<file path="src/rtl/core/pcma_pkg.sv">
// Package with the sizes, types and reciprocal table of the per-cell moving average block.
package pcma_pkg;

    localparam int CELLS   = 32;
    localparam int DEPTH   = 4;
    localparam int CELL_W  = 5;
    localparam int DATA_W  = 24;
    localparam int CIDX_W  = (CELLS > 1) ? $clog2(CELLS) : 1;
    localparam int SLOT_W  = $clog2(DEPTH);
    localparam int HELD_W  = $clog2(DEPTH + 1);
    localparam int LOG_D   = $clog2(DEPTH);
    localparam int SUM_W   = DATA_W + LOG_D;
    localparam int MAG_W   = SUM_W;
    localparam int SHIFT   = MAG_W + LOG_D;
    localparam int RECIP_W = SHIFT + 1;
    localparam int PROD_W  = MAG_W + RECIP_W;
    localparam int ADDR_W  = $clog2(CELLS * DEPTH);

    typedef enum logic {
        ST_IDLE,
        ST_UPDATE
    } state_t;

    typedef struct packed {
        logic              accept;
        logic [ADDR_W-1:0] rd_addr;
        logic              update;
        logic [ADDR_W-1:0] wr_addr;
        logic [CIDX_W-1:0] cidx;
        logic              in_range;
        logic              full;
        logic [HELD_W-1:0] divisor;
    } lane_ctrl_t;

    typedef logic [RECIP_W-1:0] recip_table_t [DEPTH+1];

    // Entry d holds ceil(2^SHIFT / d), so that (n * entry) >> SHIFT equals n / d
    // for every magnitude n below 2^MAG_W.
    function automatic recip_table_t build_recip_table();
        recip_table_t       tbl;
        logic [RECIP_W:0]   num;
        logic [RECIP_W:0]   rem;
        logic [RECIP_W-1:0] quo;
        tbl[0] = '0;
        for (int d = 1; d <= DEPTH; d++) begin
            num = (RECIP_W + 1)'(1) << SHIFT;
            num = num + (RECIP_W + 1)'(d - 1);
            rem = '0;
            quo = '0;
            for (int b = RECIP_W; b >= 0; b--) begin
                rem = {rem[RECIP_W-1:0], num[b]};
                if (rem >= (RECIP_W + 1)'(d))
                begin
                    rem = rem - (RECIP_W + 1)'(d);
                    if (b < RECIP_W)
                    begin
                        quo[b] = 1'b1;
                    end
                end
            end
            tbl[d] = quo;
        end
        return tbl;
    endfunction

    localparam recip_table_t RECIP_TABLE = build_recip_table();

endpackage

</file>
<file path="src/rtl/core/pcma_merge.sv">
// Output stage that joins the two lane averages with the cell index into one transaction.
module pcma_merge
    import pcma_pkg::*;
(
    input  logic                     clk,
    input  logic                     rst_n,
    input  logic                     div_valid,
    input  logic [CELL_W-1:0]        div_cell,
    input  logic signed [DATA_W-1:0] voltage_lane,
    input  logic signed [DATA_W-1:0] impedance_lane,
    output logic                     div_advance,
    output logic                     average_valid,
    input  logic                     average_ready,
    output logic [CELL_W-1:0]        cell_out,
    output logic signed [DATA_W-1:0] voltage_average,
    output logic signed [DATA_W-1:0] impedance_average
);

    logic                     out_valid_reg;
    logic                     out_valid_next;
    logic [CELL_W-1:0]        cell_reg;
    logic signed [DATA_W-1:0] voltage_reg;
    logic signed [DATA_W-1:0] impedance_reg;

    always_comb
    begin
        div_advance    = div_valid && (!out_valid_reg || average_ready);
        out_valid_next = out_valid_reg;
        if (div_advance)
        begin
            out_valid_next = 1'b1;
        end
        else if (average_ready)
        begin
            out_valid_next = 1'b0;
        end
    end

    always_ff @(posedge clk or negedge rst_n)
    begin
        if (!rst_n)
        begin
            out_valid_reg <= 1'b0;
        end
        else
        begin
            out_valid_reg <= out_valid_next;
        end
    end

    always_ff @(posedge clk)
    begin
        if (div_advance)
        begin
            cell_reg      <= div_cell;
            voltage_reg   <= voltage_lane;
            impedance_reg <= impedance_lane;
        end
    end

    assign average_valid     = out_valid_reg;
    assign cell_out          = cell_reg;
    assign voltage_average   = voltage_reg;
    assign impedance_average = impedance_reg;

endmodule

</file>
<file path="config.mk">
export PLATFORM = sky130hd
export DESIGN_NAME = pcma_merge
export DESIGN_NICKNAME = d
export VERILOG_FILES = /design/src/rtl/core/pcma_pkg.sv /design/src/rtl/core/pcma_merge.sv
export SDC_FILE = /design/constraint.sdc
export NUM_CORES = 1
export LEC_CHECK = 0
export ABC_AREA = 1
export BUFFER_PORTS_ARGS = -buffer_cell sky130_fd_sc_hd__buf_2
export CAP_MARGIN = 20
export CORE_ASPECT_RATIO = 1.1
export CORE_UTILIZATION = 33
export DETAILED_ROUTE_END_ITERATION = 10
export GPL_TIMING_DRIVEN = 0
export PLACE_DENSITY = 0.66
export SLEW_MARGIN = 10
export SYNTH_ARGS = -nofsm -noshare
export SYNTH_HDL_FRONTEND = slang
export SYNTH_SLANG_ARGS = --single-unit
</file>
<file path="constraint.sdc">
create_clock -name clk -period 4.3 [get_ports clk]
set_clock_uncertainty 0.15 [all_clocks]
set_input_delay 0.86 -clock clk [delete_from_list [all_inputs] [get_ports clk]]
set_output_delay 0.86 -clock clk [all_outputs]
set_load 0.05 [all_outputs]
</file>
# ---- After elaboration in Yosys (flattened, before gate mapping)
# Cells that the tools add are included.
# Widths: inputs -> output; s select.
dict set report totals {
  reg_bits 54
  latchBits 0
  mem_bits_rw 0
  rom_bits 0
  in_bits 57
  memories 0
}
dict set report op_classes {
  n_addsub 0
  n_mul 0
  div_mod_pow 0
  n_lt_le_gt_ge 0
  eq_ne 0
  n_shift 0
  muxes 2
  bitwise_logic 0
  n_reduce_logical 4
}
# operator n
set ops {}
lappend ops {{$mux 1} 2}
lappend ops {{$reduce_bool 2->1} 1}
lappend ops {{$logic_and 1x1->1} 1}
lappend ops {{$logic_not 1->1} 1}
lappend ops {{$logic_or 1x1->1} 1}

# ---- Longest topological paths before layout
dict set report depth {
  ltp_word 4
  mapped_depth 3
  ltp_nobuf 3
}

# ---- Worst setup path before layout
# No wires, ideal clock.
dict set report synth_timing {
  path_kind {input -> output}
  from {in average_ready}
  to {out div_advance}
  t_arrival_ps 2868
  required_time_ps 3290
  slack_ps 422
  cell_stages 2
  path_cell_list {inv_1 a21oi_2}
}
dict set report synth_between {
  elab_chain_len 2
}
# item line_no
set synth_lines {}
lappend synth_lines {{start: declaration} pcma_merge.sv:13} ;# input logic average_ready,
lappend synth_lines {{$logic_or 1x1->1} pcma_merge.sv:27} ;# div_advance = div_valid && (!out_valid_reg || average_ready);
lappend synth_lines {{$logic_and 1x1->1} pcma_merge.sv:27}
lappend synth_lines {{end: declaration} pcma_merge.sv:11} ;# output logic div_advance,
# Every way passes these cells.

# ---- Final worst setup path
# Ends and elaborated chain as after synthesis.

==> run_summary.xml <==
<?xml version="1.0" encoding="UTF-8"?>
<metrics>
  <group name="outcome">
    <metric name="status" unit="">finished, final reports clean</metric>
  </group>
  <group name="cts">
    <metric name="tritoncts_clock_tree" unit="">yes</metric>
    <metric name="latest_clock_arrival_within_the_worst_skew_pair" unit="ps">290</metric>
    <metric name="cts-root-to-sink-buffers" unit="">2</metric>
    <metric name="clock_tree.root_cell" unit="">clkbuf_8</metric>
    <metric name="htree_num_levels" unit="">2</metric>
    <metric name="cts_setup_buffers" unit="">0</metric>
    <metric name="cts_resized" unit="">0</metric>
    <metric name="cts.reportedPaths.clkPinSlew" unit="ps">80</metric>
    <metric name="hold_buffers" unit="">0</metric>
    <metric name="clock_sinks" unit="">54</metric>
    <metric name="cts_buffers" unit="">5</metric>
  </group>
  <group name="power">
    <metric name="worst_ir_drop_vdd" unit="V">0.000252</metric>
    <metric name="power.density_cell_area" unit="nW/um^2">444</metric>
    <metric name="cellLeakagePower" unit="nW">1.03</metric>
  </group>
  <group name="synthesis">
    <metric name="syn-cell-area" unit="um^2">1640</metric>
    <metric name="synth_area_per_cell" unit="um^2">27.8</metric>
    <metric name="post_synth_num_cell_types" unit="">5</metric>
    <metric name="syn-instance-count" unit="">59</metric>
    <metric name="synth-seq-area-share" unit="%">98.6</metric>
    <metric name="yosysWarningCount" unit="">0</metric>
    <metric name="yosysTopAreaCell" unit="">edfxtp_1</metric>
    <metric name="synth_top_cell_area_share" unit="%">97.0</metric>
    <metric name="synth_nets" unit="">116</metric>
    <metric name="synth_top_cells_by_area" unit="">edfxtp_1, dfrtp_1, a21oi_2, inv_1, nand2_1</metric>
    <metric name="synth.ff_latch_count" unit="">54</metric>
  </group>
  <group name="floorplanning">
    <metric name="start_util" unit="%">34.8</metric>
    <metric name="die_area" unit="um^2">5260</metric>
    <metric name="fp-row-count" unit="">26</metric>
    <metric name="core_area" unit="um^2">4720</metric>
    <metric name="die-width" unit="um">69.2</metric>
    <metric name="io_pins" unit="">112</metric>
    <metric name="die_y" unit="um">75.9</metric>
  </group>
  <group name="routing">
    <metric name="postRouteAntennaNets" unit="">0</metric>
    <metric name="drc" unit="">0</metric>
    <metric name="drtIter0Drc" unit="">62</metric>
    <metric name="vias_per_cell" unit="">4.21</metric>
    <metric name="routed-via-count" unit="">989</metric>
    <metric name="finalWirelength" unit="mm">3.06</metric>
    <metric name="dr.pass1.iters" unit="">4</metric>
    <metric name="routedWlPerCell" unit="um">13.0</metric>
  </group>
  <group name="worst_setup_path">
    <metric name="cpPeakStageDelay" unit="ps">700</metric>
    <metric name="crit_buf_inv" unit="">4</metric>
    <metric name="critPathMostFrequentCell" unit="">buf_2</metric>
    <metric name="cp_max_delay_cell" unit="">a21oi_4</metric>
    <metric name="crit_path_max_fanout" unit="">29</metric>
    <metric name="worst-endpoint-required" unit="ps">3290</metric>
    <metric name="setup.worst_path.start_class" unit="">input pin</metric>
    <metric name="crit_path_end_kind" unit="">primary output</metric>
    <metric name="path_class" unit="">input pin to primary output</metric>
    <metric name="path_delay_family" unit="">buffers and inverters</metric>
    <metric name="cp_data_arrival_time" unit="ps">2280</metric>
    <metric name="critical_path.cell_chain" unit="">buf_2 -&gt; inv_1 -&gt; a21oi_4 -&gt; buf_12 -&gt; buf_2</metric>
  </group>
  <group name="final_layout">
    <metric name="n_antenna_cell" unit="">0</metric>
    <metric name="multi_input_comb_area" unit="um^2">23.8</metric>
    <metric name="final-seq-area" unit="um^2">1620</metric>
    <metric name="nNetsFinal" unit="">235</metric>
    <metric name="area_growth" unit="%">45.1</metric>
    <metric name="number_of_fillers_in_the_final_layout" unit="">393</metric>
    <metric name="fraction_of_layout_instances_using_a_drive_strength_above_1" unit="%">67.0</metric>
  </group>
  <group name="timing">
    <metric name="final-setup-viol-count" unit="">0</metric>
    <metric name="unrepaired_setup_endpoints_after_global_routing" unit="">false</metric>
    <metric name="timing.slew.headroom" unit="%">41.1</metric>
    <metric name="report.final.hold_viol_count" unit="">0</metric>
    <metric name="finalMaxSlewViolations" unit="">0</metric>
    <metric name="fin_setup_tns" unit="ps">0</metric>
    <metric name="final.period_utilization" unit="%">76.5</metric>
    <metric name="timing.fmax" unit="MHz">304</metric>
    <metric name="shortest_period_the_worst_path_allows" unit="ps">3290</metric>
    <metric name="setup_slack" unit="ps">1010</metric>
    <metric name="worstMarginPinSlew" unit="ps">881</metric>
  </group>
  <group name="grt">
    <metric name="groute.usage.overall" unit="%">11.6</metric>
    <metric name="grt_max_degree" unit="">30</metric>
    <metric name="grt_pass1_wl" unit="mm">4.49</metric>
    <metric name="grt_overflow" unit="">0</metric>
    <metric name="grt_antenna_before_repair" unit="">0</metric>
    <metric name="grt_pass1_vias" unit="">972</metric>
  </group>
  <group name="placement">
    <metric name="dp_hpwl" unit="mm">2.29</metric>
    <metric name="detailedPlace.worstSlack" unit="ps">989</metric>
    <metric name="input_output_buffers" unit="">111</metric>
    <metric name="globalplace.congestion" unit="">0.634</metric>
  </group>
  <group name="min_path">
    <metric name="hp-class" unit="">input pin to asynchronous set/reset pin</metric>
  </group>
  <group name="run">
    <metric name="drv_cap" unit="">0</metric>
  </group>
</metrics>
## layer usage
layer | global-route usage [%] | wire length (um) | vias to the layer above
li1 | - | - | 468
met1 | 12.1 | 1150 | 444
met2 | 19.0 | 1470 | 73
met3 | 6.78 | 392 | 4
met4 | 4.90 | 46 | 0
met5 | 0 | 0 | -
## cell type report
cell class                 count  area share, %
inverter                       2          0.315
tap                           56           2.94
clock buffer                   6           3.05
multi-input combinational      3          0.999
clock inverter                 2          0.578
timing repair buffer         112           24.2
sequential                    54           67.9
## final timing paths
kind	cells after the start	startpoint	slack (ps)	endpoint
worst max-delay path	5	average_ready	1010	div_advance
worst min-delay path	1	rst_n	170	average_valid$_DFFE_PN0P_
worst max register to register	2	average_valid$_DFFE_PN0P_	2420	impedance_average[7]$_DFFE_PP_
worst min register to register	2	average_valid$_DFFE_PN0P_	420	average_valid$_DFFE_PN0P_
max in group asynchronous	1	rst_n	3750	average_valid$_DFFE_PN0P_
min in group clk	2	average_valid$_DFFE_PN0P_	420	average_valid$_DFFE_PN0P_
## cell usage in the layout (no fill, tap or decap), drive strengths merged
cell type,instances
a21oi,1
buf,112
clkbuf,6
clkinv,2
dfrtp,1
edfxtp,53
inv,2
nand2,2
## kinds of logic (layout without fill, tap and decap cells)
family          count (synthesis)  count (layout)  share of synthesized area (%)
compound gates                  1               1                          0.534
buf+inv                         2             122                          0.458
flops                          54              54                           98.6
simple gates                    2               2                          0.458
## state kept, by name, indices dropped and copies added (netlist names)
| signal | cells |
|---|---|
| cell_out | 5 |
| average_valid | 1 |
| voltage_average | 24 |
| impedance_average | 24 |
## report_power, final
group          leakage, nW  switching, W  internal, W  total, W
sequential           0.516    0.00000637     0.000612  0.000619
combinational        0.465      0.000129    0.0000391  0.000168
clock               0.0452      0.000155     0.000115  0.000270
total                 1.03      0.000290     0.000766   0.00106
## synth_stat cells
| master | n |
|---|---|
| edfxtp_1 | 53 |
| inv_1 | 2 |
| nand2_1 | 2 |
| a21oi_2 | 1 |
| dfrtp_1 | 1 |
## stage by stage
| step | util (%) | hold WS (ps) | instances | cell area [um^2] | power [W] |
|---|---|---|---|---|---|
| final | 50.5 | 172 | 235 | 2380 | 0.00106 |
| after global routing | 50.5 | 154 | 235 | 2380 | 0.00109 |
| after CTS | 50.5 | 161 | 235 | 2380 | 0.00107 |
| after detailed placement | 48.6 | 399 | 227 | 2290 | 0.000800 |
| after global placement | 48.0 | 355 | 226 | 2270 | 0.000795 |
| after floorplan | - | 414 | 59 | 1640 | 0.000745 |
No activity file was read; power rests on OpenSTA's default activity.
